### src/cxc_pkg.sv
`timescale 1ns / 1ps
// cxc_pkg: shared types, opcodes and codes for the execute core
package cxc_pkg;

   localparam int RegCount = 16;
   localparam int RegAddrW = $clog2(RegCount);

   // opcodes
   localparam logic [7:0] OpPortRead  = 8'h10;
   localparam logic [7:0] OpPortWrite = 8'h11;
   localparam logic [7:0] OpLoadSb    = 8'h14;
   localparam logic [7:0] OpLoadUb    = 8'h15;
   localparam logic [7:0] OpLoadSh    = 8'h16;
   localparam logic [7:0] OpLoadUh    = 8'h17;
   localparam logic [7:0] OpLoadSw    = 8'h18;
   localparam logic [7:0] OpLoadUw    = 8'h19;
   localparam logic [7:0] OpStoreB    = 8'h1C;
   localparam logic [7:0] OpStoreH    = 8'h1D;
   localparam logic [7:0] OpStoreW    = 8'h1E;
   localparam logic [7:0] OpAddImm    = 8'h20;
   localparam logic [7:0] OpAndImm    = 8'h21;
   localparam logic [7:0] OpOrImm     = 8'h22;
   localparam logic [7:0] OpXorImm    = 8'h23;
   localparam logic [7:0] OpUpperImm  = 8'h28;
   localparam logic [7:0] OpUpperIp   = 8'h29;
   localparam logic [7:0] OpJumpLink  = 8'h30;
   localparam logic [7:0] OpJumpReg   = 8'h31;
   localparam logic [7:0] OpCondLink  = 8'h32;
   localparam logic [7:0] OpCondReg   = 8'h33;
   localparam logic [7:0] OpRegAdd    = 8'h40;
   localparam logic [7:0] OpRegSub    = 8'h41;

   // access operations
   localparam logic [2:0] AccNone      = 3'd0;
   localparam logic [2:0] AccMemRead   = 3'd1;
   localparam logic [2:0] AccMemWrite  = 3'd2;
   localparam logic [2:0] AccPortRead  = 3'd3;
   localparam logic [2:0] AccPortWrite = 3'd4;

   // access sizes
   localparam logic [1:0] SizeByte = 2'd0;
   localparam logic [1:0] SizeHalf = 2'd1;
   localparam logic [1:0] SizeWord = 2'd2;

   // load data extension
   localparam logic [2:0] ExtFull  = 3'd0;
   localparam logic [2:0] ExtSbyte = 3'd1;
   localparam logic [2:0] ExtUbyte = 3'd2;
   localparam logic [2:0] ExtShalf = 3'd3;
   localparam logic [2:0] ExtUhalf = 3'd4;
   localparam logic [2:0] ExtSword = 3'd5;
   localparam logic [2:0] ExtUword = 3'd6;

   // flag select of register add/subtract
   localparam logic [1:0] FlagCarry = 2'd0;
   localparam logic [1:0] FlagLess  = 2'd1;
   localparam logic [1:0] FlagOvf   = 2'd2;
   localparam logic [1:0] FlagKeep  = 2'd3;

   typedef struct packed {
      logic [31:0]         ip;
      logic [7:0]          cond;
      logic                pend;
      logic [RegAddrW-1:0] pend_dest;
      logic [2:0]          pend_ext;
      logic                halt;
   } core_state_type;

   typedef struct packed {
      logic                we;
      logic [RegAddrW-1:0] addr;
      logic [31:0]         data;
   } rf_write_type;

   typedef struct packed {
      logic        fetch_ready;
      logic [31:0] fetch_address;
      logic [2:0]  access_op;
      logic [1:0]  access_size;
      logic [31:0] access_address;
      logic [31:0] store_data;
      logic [7:0]  condition_bits;
      logic        halted;
   } rsp_type;

endpackage

### src/cxc_req_if.sv
`timescale 1ns / 1ps
// cxc_req_if: input channel carrying instruction words and read data
interface cxc_req_if;
   logic        valid;
   logic        ready;
   logic        kind;
   logic [31:0] word;

   modport source (output valid, output kind, output word, input ready);
   modport sink (input valid, input kind, input word, output ready);
endinterface

### src/cxc_rsp_if.sv
`timescale 1ns / 1ps
// cxc_rsp_if: result channel carrying fetch, access and status fields
interface cxc_rsp_if;
   logic        valid;
   logic        ready;
   logic        fetch_ready;
   logic [31:0] fetch_address;
   logic [2:0]  access_op;
   logic [1:0]  access_size;
   logic [31:0] access_address;
   logic [31:0] store_data;
   logic [7:0]  condition_bits;
   logic        halted;

   modport source (output valid, output fetch_ready, output fetch_address, output access_op,
                   output access_size, output access_address, output store_data,
                   output condition_bits, output halted, input ready);
   modport sink (input valid, input fetch_ready, input fetch_address, input access_op,
                 input access_size, input access_address, input store_data,
                 input condition_bits, input halted, output ready);
endinterface

### src/cxc_regfile.sv
`timescale 1ns / 1ps
// cxc_regfile: data register file, one write port and two registered read ports
module cxc_regfile (
   input  logic                          clock,
   input  logic                          reset,
   input  cxc_pkg::rf_write_type         wr,
   input  logic                          rd_en,
   input  logic [cxc_pkg::RegAddrW-1:0]  rd_addr_b,
   input  logic [cxc_pkg::RegAddrW-1:0]  rd_addr_x,
   output logic [31:0]                   rd_b,
   output logic [31:0]                   rd_x
);

   logic [31:0]                  regs_ff [cxc_pkg::RegCount];
   logic [cxc_pkg::RegCount-1:0] valid_ff;
   logic [31:0]                  rd_b_ff;
   logic [31:0]                  rd_x_ff;

   always_ff @(posedge clock) begin
      if (reset) begin
         valid_ff <= '0;
      end else if (wr.we) begin
         valid_ff[wr.addr] <= 1'b1;
      end
   end

   // write-first read so that a transaction sees the one committing ahead of it
   always_ff @(posedge clock) begin
      if (wr.we) begin
         regs_ff[wr.addr] <= wr.data;
      end
      if (rd_en) begin
         if (wr.we && wr.addr == rd_addr_b) begin
            rd_b_ff <= wr.data;
         end else begin
            rd_b_ff <= valid_ff[rd_addr_b] ? regs_ff[rd_addr_b] : '0;
         end
         if (wr.we && wr.addr == rd_addr_x) begin
            rd_x_ff <= wr.data;
         end else begin
            rd_x_ff <= valid_ff[rd_addr_x] ? regs_ff[rd_addr_x] : '0;
         end
      end
   end

   assign rd_b = rd_b_ff;
   assign rd_x = rd_x_ff;

endmodule

### src/cxc_exec.sv
`timescale 1ns / 1ps
// cxc_exec: decode, ALU, branch and access logic of one transaction
module cxc_exec (
   input  logic                   kind,
   input  logic [31:0]            word,
   input  logic [31:0]            src_b,
   input  logic [31:0]            src_x,
   input  cxc_pkg::core_state_type cur,
   output cxc_pkg::core_state_type nxt,
   output cxc_pkg::rf_write_type   wr,
   output cxc_pkg::rsp_type        rsp
);

   logic [7:0]                   op;
   logic [cxc_pkg::RegAddrW-1:0] fa;
   logic [cxc_pkg::RegAddrW-1:0] fb;
   logic [31:0]                  i16;
   logic [31:0]                  i20;
   logic [31:0]                  ip4;
   logic [31:0]                  upper;
   logic                         taken;
   logic [31:0]                  load_val;
   logic [31:0]                  y2;
   logic [31:0]                  sum_r;
   logic [31:0]                  sum_xy;
   logic                         ovf_xy;
   logic                         ovf_r;
   logic [2:0]                   tc;
   logic                         ntc;
   logic                         sc;
   logic                         flag;
   logic [2:0]                   aop;
   logic [1:0]                   asz;
   logic [31:0]                  aad;
   logic [31:0]                  sdat;

   assign op    = word[7:0];
   assign fa    = word[11:8];
   assign fb    = word[15:12];
   assign i16   = {{16{word[23]}}, word[23:16], word[31:24]};
   assign i20   = {{12{word[15]}}, word[15:12], word[23:16], word[31:24]};
   assign ip4   = cur.ip + 32'd4;
   assign upper = {i16[15:0], src_x[15:0]};
   assign taken = cur.cond[word[14:12]] ^ word[15];

   // register add/subtract
   assign y2     = (op == cxc_pkg::OpRegSub) ? (32'd0 - src_x) : src_x;
   assign sum_r  = src_b + y2;
   assign sum_xy = src_b + src_x;
   assign ovf_xy = (src_b[31] == src_x[31]) && (sum_xy[31] != src_b[31]);
   assign ovf_r  = (src_b[31] == y2[31]) && (sum_r[31] != src_b[31]);
   assign tc     = word[30:28];
   assign ntc    = word[31];
   assign sc     = cur.cond[word[26:24]] ^ word[27];

   always_comb begin
      case (word[17:16])
         cxc_pkg::FlagCarry: flag = (sum_r < src_b);
         cxc_pkg::FlagLess:  flag = ovf_xy ^ sum_xy[31];
         cxc_pkg::FlagOvf:   flag = ovf_r;
         cxc_pkg::FlagKeep:  flag = cur.cond[tc] ^ ntc;
         default:            flag = 1'b0;
      endcase
   end

   always_comb begin
      case (cur.pend_ext)
         cxc_pkg::ExtSbyte: load_val = {{24{word[7]}}, word[7:0]};
         cxc_pkg::ExtUbyte: load_val = {24'd0, word[7:0]};
         cxc_pkg::ExtShalf: load_val = {{16{word[15]}}, word[15:0]};
         cxc_pkg::ExtUhalf: load_val = {16'd0, word[15:0]};
         default:           load_val = word;
      endcase
   end

   always_comb begin
      nxt     = cur;
      wr.we   = 1'b0;
      wr.addr = fa;
      wr.data = '0;
      aop     = cxc_pkg::AccNone;
      asz     = cxc_pkg::SizeByte;
      aad     = '0;
      sdat    = '0;
      if (!cur.halt) begin
         if (kind) begin
            if (cur.pend) begin
               wr.we    = (cur.pend_dest != '0);
               wr.addr  = cur.pend_dest;
               wr.data  = load_val;
               nxt.pend = 1'b0;
            end
         end else if (!cur.pend) begin
            nxt.ip = ip4;
            case (op)
               cxc_pkg::OpJumpLink: begin
                  wr.we   = (fa != '0);
                  wr.data = ip4;
                  nxt.ip  = cur.ip + {i20[30:0], 1'b0};
               end
               cxc_pkg::OpJumpReg: begin
                  nxt.ip = cur.ip + {i20[30:0], 1'b0} + src_x;
               end
               cxc_pkg::OpCondLink: begin
                  if (taken) begin
                     wr.we   = (fa != '0);
                     wr.data = ip4;
                     nxt.ip  = cur.ip + {i16[30:0], 1'b0};
                  end
               end
               cxc_pkg::OpCondReg: begin
                  if (taken) begin
                     nxt.ip = cur.ip + {i16[30:0], 1'b0} + src_x;
                  end
               end
               cxc_pkg::OpPortRead: begin
                  aop = cxc_pkg::AccPortRead;
                  asz = cxc_pkg::SizeWord;
                  aad = src_b + i16;
                  nxt.pend      = 1'b1;
                  nxt.pend_dest = fa;
                  nxt.pend_ext  = cxc_pkg::ExtFull;
               end
               cxc_pkg::OpPortWrite: begin
                  aop  = cxc_pkg::AccPortWrite;
                  asz  = cxc_pkg::SizeWord;
                  aad  = src_b + i16;
                  sdat = src_x;
               end
               cxc_pkg::OpLoadSb, cxc_pkg::OpLoadUb, cxc_pkg::OpLoadSh,
               cxc_pkg::OpLoadUh, cxc_pkg::OpLoadSw, cxc_pkg::OpLoadUw: begin
                  aop = cxc_pkg::AccMemRead;
                  aad = src_b + i16;
                  nxt.pend      = 1'b1;
                  nxt.pend_dest = fa;
                  case (op)
                     cxc_pkg::OpLoadSb: begin
                        asz = cxc_pkg::SizeByte;
                        nxt.pend_ext = cxc_pkg::ExtSbyte;
                     end
                     cxc_pkg::OpLoadUb: begin
                        asz = cxc_pkg::SizeByte;
                        nxt.pend_ext = cxc_pkg::ExtUbyte;
                     end
                     cxc_pkg::OpLoadSh: begin
                        asz = cxc_pkg::SizeHalf;
                        nxt.pend_ext = cxc_pkg::ExtShalf;
                     end
                     cxc_pkg::OpLoadUh: begin
                        asz = cxc_pkg::SizeHalf;
                        nxt.pend_ext = cxc_pkg::ExtUhalf;
                     end
                     cxc_pkg::OpLoadSw: begin
                        asz = cxc_pkg::SizeWord;
                        nxt.pend_ext = cxc_pkg::ExtSword;
                     end
                     default: begin
                        asz = cxc_pkg::SizeWord;
                        nxt.pend_ext = cxc_pkg::ExtUword;
                     end
                  endcase
               end
               cxc_pkg::OpStoreB, cxc_pkg::OpStoreH, cxc_pkg::OpStoreW: begin
                  aop  = cxc_pkg::AccMemWrite;
                  aad  = src_b + i16;
                  sdat = src_x;
                  case (op)
                     cxc_pkg::OpStoreB: asz = cxc_pkg::SizeByte;
                     cxc_pkg::OpStoreH: asz = cxc_pkg::SizeHalf;
                     default:           asz = cxc_pkg::SizeWord;
                  endcase
               end
               cxc_pkg::OpAddImm: begin
                  wr.we   = (fa != '0);
                  wr.data = src_b + i16;
               end
               cxc_pkg::OpAndImm: begin
                  wr.we   = (fa != '0);
                  wr.data = src_b & i16;
               end
               cxc_pkg::OpOrImm: begin
                  wr.we   = (fa != '0);
                  wr.data = src_b | i16;
               end
               cxc_pkg::OpXorImm: begin
                  wr.we   = (fa != '0);
                  wr.data = src_b ^ i16;
               end
               cxc_pkg::OpUpperImm: begin
                  wr.we   = (fa != '0);
                  wr.data = upper;
               end
               cxc_pkg::OpUpperIp: begin
                  wr.we   = (fa != '0);
                  wr.data = upper + cur.ip;
               end
               cxc_pkg::OpRegAdd, cxc_pkg::OpRegSub: begin
                  // same target and source keeps its old value
                  wr.we   = (fa != '0) && (fa != fb);
                  wr.data = sum_r;
                  nxt.cond[tc] = word[18] ? ((flag ^ ntc) & sc) : ((flag ^ ntc) | sc);
               end
               default: begin
                  nxt.halt = 1'b1;
                  nxt.ip   = cur.ip;
               end
            endcase
         end
      end
      nxt.cond[0] = 1'b0;
   end

   assign rsp.fetch_ready    = !nxt.halt && !nxt.pend;
   assign rsp.fetch_address  = nxt.ip;
   assign rsp.access_op      = aop;
   assign rsp.access_size    = asz;
   assign rsp.access_address = aad;
   assign rsp.store_data     = sdat;
   assign rsp.condition_bits = nxt.cond;
   assign rsp.halted         = nxt.halt;

endmodule

### src/custom_cpu_execute_core_top.sv
`timescale 1ns / 1ps
// custom_cpu_execute_core_top: execute core top level with channels and state
// Takes one transaction (instruction word or read data) per cycle while results are
// taken, and returns one result per transaction: the register file is read into the
// input register at acceptance, then decode, ALU and next state are worked out in a
// single pass into the result register when the transaction commits, which waits
// while an earlier result still waits on the output. A result waiting on the output
// holds the input only once the input register is also occupied, and a register
// written by one transaction is forwarded to the next at the register file read port.
module custom_cpu_execute_core_top (
   input logic      clock,
   input logic      reset,
   cxc_req_if.sink  req_chan,
   cxc_rsp_if.source rsp_chan
);

   logic                         in_valid_ff;
   logic                         in_kind_ff;
   logic [31:0]                  in_word_ff;
   logic                         out_valid_ff;
   cxc_pkg::rsp_type             out_ff;
   cxc_pkg::core_state_type      state_ff;
   cxc_pkg::core_state_type      state_in;
   cxc_pkg::rf_write_type        rf_wr;
   cxc_pkg::rf_write_type        rf_wr_commit;
   cxc_pkg::rsp_type             rsp_in;
   logic                         commit;
   logic                         accept;
   logic [cxc_pkg::RegAddrW-1:0] rd_addr_x;
   logic [31:0]                  src_b;
   logic [31:0]                  src_x;

   assign commit = in_valid_ff && (!out_valid_ff || rsp_chan.ready);
   assign req_chan.ready = !in_valid_ff || commit;
   assign accept = req_chan.valid && req_chan.ready;

   // register writes only land when the transaction commits
   always_comb begin
      rf_wr_commit    = rf_wr;
      rf_wr_commit.we = rf_wr.we && commit;
   end

   // second read port serves the add/subtract source or the target register
   assign rd_addr_x = (req_chan.word[7:0] == cxc_pkg::OpRegAdd ||
                       req_chan.word[7:0] == cxc_pkg::OpRegSub) ?
                      req_chan.word[23:20] : req_chan.word[11:8];

   cxc_regfile u_regfile (
      .clock     (clock),
      .reset     (reset),
      .wr        (rf_wr_commit),
      .rd_en     (accept),
      .rd_addr_b (req_chan.word[15:12]),
      .rd_addr_x (rd_addr_x),
      .rd_b      (src_b),
      .rd_x      (src_x)
   );

   cxc_exec u_exec (
      .kind  (in_kind_ff),
      .word  (in_word_ff),
      .src_b (src_b),
      .src_x (src_x),
      .cur   (state_ff),
      .nxt   (state_in),
      .wr    (rf_wr),
      .rsp   (rsp_in)
   );

   always_ff @(posedge clock) begin
      if (reset) begin
         in_valid_ff  <= 1'b0;
         out_valid_ff <= 1'b0;
         state_ff     <= '0;
      end else begin
         if (accept) begin
            in_valid_ff <= 1'b1;
         end else if (commit) begin
            in_valid_ff <= 1'b0;
         end
         if (commit) begin
            out_valid_ff <= 1'b1;
            state_ff     <= state_in;
         end else if (rsp_chan.ready) begin
            out_valid_ff <= 1'b0;
         end
      end
   end

   always_ff @(posedge clock) begin
      if (accept) begin
         in_kind_ff <= req_chan.kind;
         in_word_ff <= req_chan.word;
      end
      if (commit) begin
         out_ff <= rsp_in;
      end
   end

   assign rsp_chan.valid          = out_valid_ff;
   assign rsp_chan.fetch_ready    = out_ff.fetch_ready;
   assign rsp_chan.fetch_address  = out_ff.fetch_address;
   assign rsp_chan.access_op      = out_ff.access_op;
   assign rsp_chan.access_size    = out_ff.access_size;
   assign rsp_chan.access_address = out_ff.access_address;
   assign rsp_chan.store_data     = out_ff.store_data;
   assign rsp_chan.condition_bits = out_ff.condition_bits;
   assign rsp_chan.halted         = out_ff.halted;

   // halt is sticky
   a_halt_sticky: assert property (@(posedge clock) disable iff (reset)
      state_ff.halt |=> state_ff.halt)
      else $error("halt flag cleared");

   // no register writes once halted
   a_halt_no_write: assert property (@(posedge clock) disable iff (reset)
      state_ff.halt |-> !rf_wr.we)
      else $error("register write while halted");

   // an instruction arriving while a read is pending leaves the pointer alone
   a_pend_ignore: assert property (@(posedge clock) disable iff (reset)
      commit && state_ff.pend && !in_kind_ff |=> $stable(state_ff.ip))
      else $error("instruction executed with read pending");

   // a memory read leaves the core waiting for its data
   a_read_pends: assert property (@(posedge clock) disable iff (reset)
      commit && rsp_in.access_op == cxc_pkg::AccMemRead |=> state_ff.pend && !out_ff.fetch_ready)
      else $error("memory read did not set pending");

endmodule
### src/flat_wrapper.sv
// flat-port wrapper written by rule: the top's interface ports become plain ports
module custom_cpu_execute_core_top_flat 
  (clock, reset, req_chan_valid, req_chan_kind, req_chan_word, req_chan_ready, rsp_chan_valid, rsp_chan_fetch_ready, rsp_chan_fetch_address, rsp_chan_access_op, rsp_chan_access_size, rsp_chan_access_address, rsp_chan_store_data, rsp_chan_condition_bits, rsp_chan_halted, rsp_chan_ready);
  cxc_req_if req_chan_i ();
  cxc_rsp_if rsp_chan_i ();
  input logic clock;
  input logic reset;
  input wire logic [$bits(req_chan_i.valid)-1:0] req_chan_valid;
  input wire logic [$bits(req_chan_i.kind)-1:0] req_chan_kind;
  input wire logic [$bits(req_chan_i.word)-1:0] req_chan_word;
  output wire logic [$bits(req_chan_i.ready)-1:0] req_chan_ready;
  output wire logic [$bits(rsp_chan_i.valid)-1:0] rsp_chan_valid;
  output wire logic [$bits(rsp_chan_i.fetch_ready)-1:0] rsp_chan_fetch_ready;
  output wire logic [$bits(rsp_chan_i.fetch_address)-1:0] rsp_chan_fetch_address;
  output wire logic [$bits(rsp_chan_i.access_op)-1:0] rsp_chan_access_op;
  output wire logic [$bits(rsp_chan_i.access_size)-1:0] rsp_chan_access_size;
  output wire logic [$bits(rsp_chan_i.access_address)-1:0] rsp_chan_access_address;
  output wire logic [$bits(rsp_chan_i.store_data)-1:0] rsp_chan_store_data;
  output wire logic [$bits(rsp_chan_i.condition_bits)-1:0] rsp_chan_condition_bits;
  output wire logic [$bits(rsp_chan_i.halted)-1:0] rsp_chan_halted;
  input wire logic [$bits(rsp_chan_i.ready)-1:0] rsp_chan_ready;
  assign req_chan_i.valid = req_chan_valid;
  assign req_chan_i.kind = req_chan_kind;
  assign req_chan_i.word = req_chan_word;
  assign req_chan_ready = req_chan_i.ready;
  assign rsp_chan_valid = rsp_chan_i.valid;
  assign rsp_chan_fetch_ready = rsp_chan_i.fetch_ready;
  assign rsp_chan_fetch_address = rsp_chan_i.fetch_address;
  assign rsp_chan_access_op = rsp_chan_i.access_op;
  assign rsp_chan_access_size = rsp_chan_i.access_size;
  assign rsp_chan_access_address = rsp_chan_i.access_address;
  assign rsp_chan_store_data = rsp_chan_i.store_data;
  assign rsp_chan_condition_bits = rsp_chan_i.condition_bits;
  assign rsp_chan_halted = rsp_chan_i.halted;
  assign rsp_chan_i.ready = rsp_chan_ready;
  custom_cpu_execute_core_top u_core (.clock(clock), .reset(reset), .req_chan(req_chan_i), .rsp_chan(rsp_chan_i));
endmodule
### config.mk
export PLATFORM = sky130hd
export DESIGN_NAME = custom_cpu_execute_core_top_flat
export DESIGN_NICKNAME = d
export VERILOG_FILES = /design/src/cxc_pkg.sv /design/src/cxc_req_if.sv /design/src/cxc_rsp_if.sv /design/src/cxc_regfile.sv /design/src/cxc_exec.sv /design/src/custom_cpu_execute_core_top.sv /design/src/flat_wrapper.sv
export SDC_FILE = /design/constraint.sdc
export NUM_CORES = 2
export LEC_CHECK = 0
export BUFFER_PORTS_ARGS = -buffer_cell sky130_fd_sc_hd__buf_2
export CAP_MARGIN = 0
export CORE_MARGIN = 1
export CORE_UTILIZATION = 59
export CTS_CLUSTER_SIZE = 30
export DETAILED_ROUTE_END_ITERATION = 7
export PLACE_DENSITY = 0.81
export SLEW_MARGIN = 20
export SYNTH_ARGS = -nofsm -noshare
export SYNTH_HDL_FRONTEND = slang
export SYNTH_SLANG_ARGS = --single-unit
export TNS_END_PERCENT = 20
### constraint.sdc
create_clock -name clock -period 14.2 [get_ports clock]
set_input_delay 0 -clock clock [delete_from_list [all_inputs] [get_ports clock]]
set_output_delay 0 -clock clock [all_outputs]
set_load 0.02 [all_outputs]
[After elaboration in Yosys (flattened, before gate mapping)]
Memories as Yosys holds them, arrays and structs flattened.
Index checks and enable logic that the tools add are counted.
Storage, ports and cells
  bits in registers: 273
  bits in latches: 0
  bits in writable memories: 512
  memory bits (read-only): 0
  input port bits: 37
  output and inout bits: 113
  logic and storage cells: 192
  memories kept: 1
Cells by class
  add/subtract/negate cells: 10
  multiply operators: 0
  div/mod/pow operators: 0
  order comparisons: 9
  equality and inequality tests: 39
  shift-type cells: 0
  mux-type cells: 57
  bitwise gates (word level): 16
  reductions and logical operators: 39
Memories
  u_core.u_regfile.regs_ff: depth 16, bits a word 32, rd ports 2, clocked after Yosys merged registers in 0, write ports 1, RTL line cxc_regfile.sv:14  | logic [31:0] regs_ff [cxc_pkg::RegCount];
Operators by type and width (number)
  2-to-1 mux 32 bit: 10
  one-hot mux 32 bit (9 select lines): 1
  adder 32 bit: 8
  one-hot mux 32 bit (5 select lines): 1
  one-hot mux 32 bit (4 select lines): 1
  2-to-1 mux 49 bit: 2
  equality test 8 x 5 -> 1 bit (second input constant): 11
  equality test 8 x 6 -> 1 bit (second input constant): 10
  2-to-1 mux 37 bit: 2
  2-to-1 mux 40 bit: 1
  adder 32 x 3 -> 32 bit (second input constant): 1
  bitwise AND 32 bit: 1
  equality test 8 x 7 -> 1 bit (second input constant): 4
  less-than comparator 32 bit: 1
  bitwise OR 32 bit: 1
  subtractor 1 x 32 -> 32 bit (first input constant): 1
  bitwise XOR 32 bit: 1
  OR reduction 23 bit: 1
  2-to-1 mux 1 bit: 19
  OR reduction 19 bit: 1
  2-to-1 mux 8 bit: 2
  bitwise OR 16 bit: 1
  one-hot mux 8 bit (2 select lines): 1
  less-than comparator 4 x 5 -> 1 bit (second input constant): 3
  41 further kinds: 85

[Logic depth before layout (Yosys ltp)]
  depth in word-level cells: 16
  mapped depth: 30
  mapped depth without buffers: 28

[Cells and area by module]
From an unflattened synthesis, not the netlist that was laid out.
Unflattened totals
  cell total of the unflattened synthesis: 4313
  area, all modules: 50349.5 um2
Modules (own cells, without submodules)
  cxc_regfile: instances 1, cells an instance 1384, area each 26835.7 um2, sequential area each 17616.9 um2
  cxc_exec: instances 1, cells an instance 2542, area each 17157.7 um2, sequential area each 0.0 um2
  custom_cpu_execute_core_top: instances 1, cells an instance 387, area each 6356.1 um2, sequential area each 5345.1 um2

[Worst setup path before layout]
Ideal clock, no wire load.
  path kind: reg2reg
  start: register u_core.u_regfile.rd_x_ff[6] (netlist: u_core.u_regfile.rd_x[6])
  end: register u_core.out_ff (netlist bit u_core.rsp_chan.condition_bits[4]) (data pin)
  library setup time: 0.270 ns
  data arrival time: 6.259 ns
  data required time: 13.930 ns
  slack: 7.672 ns
  stages on the path, launching flop included: 27
  path buffers: 3
  period minus slack after synthesis: 6.528 ns
  cell sequence: edfxtp_1 -> nor4_1 -> nand4_1 -> or4_1 -> or2_2 -> clkbuf_1 -> nor3_1 -> a21oi_1 -> xor2_1 -> ha_1 -> clkbuf_1 -> a21o_1 -> or3_1 -> or3_1 -> a31o_2 -> a21oi_1 -> xnor2_1 -> ha_1 -> nand4_1 -> or4b_2 -> or3_1 -> o221ai_2 -> a211oi_2 -> mux2i_1 -> and2_4 -> buf_6 -> mux2i_1
RTL lines
  start: declaration: RTL line cxc_regfile.sv:17  | logic [31:0] rd_x_ff;
  start signal: assignment: RTL line cxc_regfile.sv:39  | rd_x_ff <= wr.data;
  start signal: assignment: RTL line cxc_regfile.sv:41  | rd_x_ff <= valid_ff[rd_addr_x] ? regs_ff[rd_addr_x] : '0;
  end signal: assignment: RTL line custom_cpu_execute_core_top.sv:96  | out_ff <= rsp_in;
  end: declaration: RTL line custom_cpu_execute_core_top.sv:21  | cxc_pkg::rsp_type out_ff;

==> flow_summary_export.csv <==
group,metric,value,unit
grt,grt.total_usage,0.4136,
timing,timing.fmax,0.1309,GHz
timing,whs,0.04934,ns
power_and_ir_drop,switching_share,0.2819,
timing,min_period,7.642,ns
yosys,synth_top_area_frac,0.4239,
critical_path,rrSetupSlack,6.56,ns
grt,grt_start_max_net_pins,84,
timing,rsz0062_at_grt,"no",
yosys,syn_area,50940,um^2
grt,grt_pass1_wl,266300,um
grt,overflow,0,
yosys,synth_simple_gate_area_frac,0.1561,
power_and_ir_drop,power.share.clock,0.389,
cells_and_area,post-route-cell-area,56120,um^2
yosys,synth_seq_cells,785,
yosys,synth_top_family_by_area,"compound AO/OA/AOI/OAI gates",
critical_path,r2r_cells,24,
die,coreArea,85280,um^2
clock_network,ctsResizeCount,0,
die,initial_core_util,0.5973,
die,dieArea,87520,um^2
critical_path,worstPathRequired,14.59,ns
placement,dp_hpwl,124100,um
cells_and_area,drive_gt1_frac,0.1240,
clock_network,clk_pin_slew_worst_paths,0.07,ns
yosys,synthMuxAreaShare,0.08256,
power_and_ir_drop,seqPwrFrac,0.458,
power_and_ir_drop,combinationalPowerShare,0.153,
critical_path,reg2reg_to,"u_core.rsp_chan.condition_bits[4]",
cells_and_area,fin_util,0.6581,
clock_network,cts_root_buf,"clkbuf_16",
yosys,synth_compound_area_frac,0.1678,
clock_network,cts_buffer_depth,3,
clock_network,cts_tree,"done",
clock_network,ctsHoldBuffers,36,
detailed_routing,drtAntennaViolNets,0,
timing,finClkSkew,0.03828,ns
yosys,synth_area_leaders,"edfxtp_1 (42%), mux4_2 (7.4%), ha_1 (6.8%)",
detailed_routing,drt-pass1-iter-count,8,
yosys,synth.distinct_cells,98,
min_path,min_from,"req_chan_word[18]",
timing,slew_headroom,0.1728,
placement,port_buffers,148,
clock_network,cts_setup_buffers,0,
timing,slew_viol_final,0,
timing,tns,0,ns
detailed_routing,drt_iter0_markers,6568,
placement,place_area,52980,um^2
min_path,hp-class,"input port to flip-flop",
yosys,yosysWarningCount,0,
power_and_ir_drop,power_switching,1596,uW
outcome,status,"finished, final reports clean",
yosys,synth.avg_cell_area,10.36,um^2
min_path,whs_endpoint,"u_core.in_word_ff[18]",
job,drv_cap,0,
yosys,synthMostInstantiatedCell,"nand2_1",
clock_network,clk_latency,0.68,ns
critical_path,worstSetupEndpointType,"flip-flop",
grt,antenna_found_initial,7,
cells_and_area,nets,5315,
yosys,synthXorXnorAreaFrac,0.04232,
timing,fin_crit_sh,0.5382,
yosys,ys_seq_area_frac,0.4498,
yosys,async_flop_share,0,
yosys,synth-adder-area-share,0.06976,
detailed_routing,vias,44190,
timing,worstMarginPinSlew,1.228,ns
detailed_routing,wl_per_cell,29.44,um
critical_path,startpoint_type,"flip-flop",
cells_and_area,syn_to_final_growth,10.17,%
die,dieWidth,295.8,um
critical_path,r2r-start,"u_core.in_word_ff[0]",
power_and_ir_drop,p_leak,0.02116,uW
timing,setup_viol,0,
die,die_h,295.8,um
detailed_routing,viasPerCell,7.113,
detailed_routing,drc,0,
power_and_ir_drop,internal_power,4065,uW
power_and_ir_drop,vdd_drop_max,0.1053,mV
min_path,holdPathStages,2,
clock_network,clock_sinks,785,
grt,grt_pass1_vias,41970,
critical_path,crit_type,"flip-flop to flip-flop",
yosys,synth_edf_count,719,
clock_network,cts_buffers,83,
critical_path,path_max_fanout,39,
power_and_ir_drop,power_density,100.9,nW/um^2
yosys,synth_common_cells,"nand2_1 (781), edfxtp_1 (719), nor2_1 (282)",
placement,place.gp.congestion,1.069,
yosys,synthFlopType,"edfxtp_1",
critical_path,cp.arrival,8.03,ns
cells_and_area,instances_no_fill,6213,
clock_network,htree_levels,3,
die,ios,150,
detailed_routing,drt-total-wl,182900,um
die,rows,107,
yosys,yosys.area.top_type,"edfxtp_1",
yosys,syn_inst,4915,
timing,hold_viol,0,
placement,dp.cells,6020,
worst max-delay path by stage:
stage,from,endpoint,slack (ns),depth (start not counted)
2_1_floorplan,u_core.u_regfile.rd_x[6],u_core.rsp_chan.condition_bits[4],7.67,26
3_3_place_gp,u_core.u_regfile.rd_x[6],u_core.rsp_chan.condition_bits[4],6.77,24
3_5_place_dp,u_core.u_regfile.rd_x[6],u_core.rsp_chan.condition_bits[4],6.72,25
4_1_cts,u_core.u_regfile.rd_x[6],u_core.rsp_chan.condition_bits[4],6.69,25
5_1_grt,u_core.u_regfile.rd_x[6],u_core.rsp_chan.condition_bits[4],6.19,25
6_report,u_core.in_word_ff[0],u_core.rsp_chan.condition_bits[4],6.56,24
cell families after synthesis:
logic type,Yosys count
compound gates,1241
xor+xnor,240
fa+ha+maj,281
buf+inv,420
flops,785
mux,209
other cells,1
simple gates,1738
per-stage QoR:
stage / worst slack (ns) / total power [uW]
after global placement: 6.770 / 3455
after CTS: 6.693 / 5634
after floorplan: 7.672 / 3202
final: 6.558 / 5661
after detailed placement: 6.719 / 3462
after global routing: 6.190 / 5804
layout by cell type, fill, tap and decap left out, types with 44 or more instances in the layout:
cell and n:
a21oi_1 277, o21a_1 46, nand4_1 52, nor2_1 263, dfxtp_1 65, mux4_2 168, buf_4 92, ha_1 276
and2_1 56, nand2_1 777, a21o_1 103, clkbuf_16 85, edfxtp_1 719, o21ai_0 221, nor3_1 72, xnor2_1 152
nand3_1 230, o31ai_1 44, xor2_1 83, and3_1 100, buf_2 146, a311oi_1 124, inv_1 106
cell type report:
class / count / area (um^2)
Sequential cell: 785 / 22910
Inverter: 109 / 414.1
Fill cell: 6462 / 29160
Clock inverter: 48 / 510.5
Clock buffer: 103 / 2235
Multi-Input combinational cell: 3742 / 26790
Timing Repair Buffer: 276 / 1807
Tap cell: 1144 / 1431
Antenna cell: 6 / 15.01
registers in the layout (all words and copies together) (netlist names):
name,cells
u_core.rsp_chan.store_data,32
u_core.in_kind_ff,1
u_core.in_valid_ff,1
u_core.rsp_chan.condition_bits,7
u_core.u_regfile.rd_x,32
u_core.rsp_chan.access_address,32
u_core.rsp_chan.fetch_ready,1
u_core.in_word_ff,32
u_core.rsp_chan.access_op,3
u_core.rsp_chan.valid,1
u_core.u_regfile.regs_ff,512
u_core.u_regfile.rd_b,32
u_core.rsp_chan.access_size,2
u_core.rsp_chan.fetch_address,32
u_core.state_ff,48
u_core.u_regfile.valid_ff,16
u_core.rsp_chan.halted,1
worst max-delay path, stage by stage (launching register included):
cell and delay (ns):
edfxtp_1 0.32, buf_4 0.44, nor2b_1 0.31, and3_1 0.79
nand2_1 0.10, o21ai_0 0.15, inv_1 0.10, fa_1 0.43
nor2b_1 0.13, o21ai_0 0.16, a21oi_1 0.38, o21ai_0 0.27
a2bb2oi_1 0.58, a2111oi_0 0.25, o31a_1 0.31, xnor2_1 0.18
ha_1 0.32, nand4_1 0.11, or4b_2 0.72, or3_1 0.42
o221ai_2 0.16, a211oi_2 0.13, mux2i_1 0.23, and2_4 0.26
mux2i_1 0.11
per-layer routing:
layer | GRT usage | routed length, um
met3 | 0.08926 | 22850
met5 | 0 | 15
met4 | 0.2672 | 13100
met1 | 0.5356 | 65910
met2 | 0.6308 | 81070
power by group through the flow:
stage | sequential, uW | combinational [uW] | clock (uW)
finish | 2590 | 868 | 2200
floorplan | 2630 | 572 | 0
global route | 2590 | 921 | 2290
CTS | 2590 | 838 | 2210
detailed placement | 2640 | 825 | 0
global placement | 2640 | 819 | 0
(Power assumes the default switching activity.)
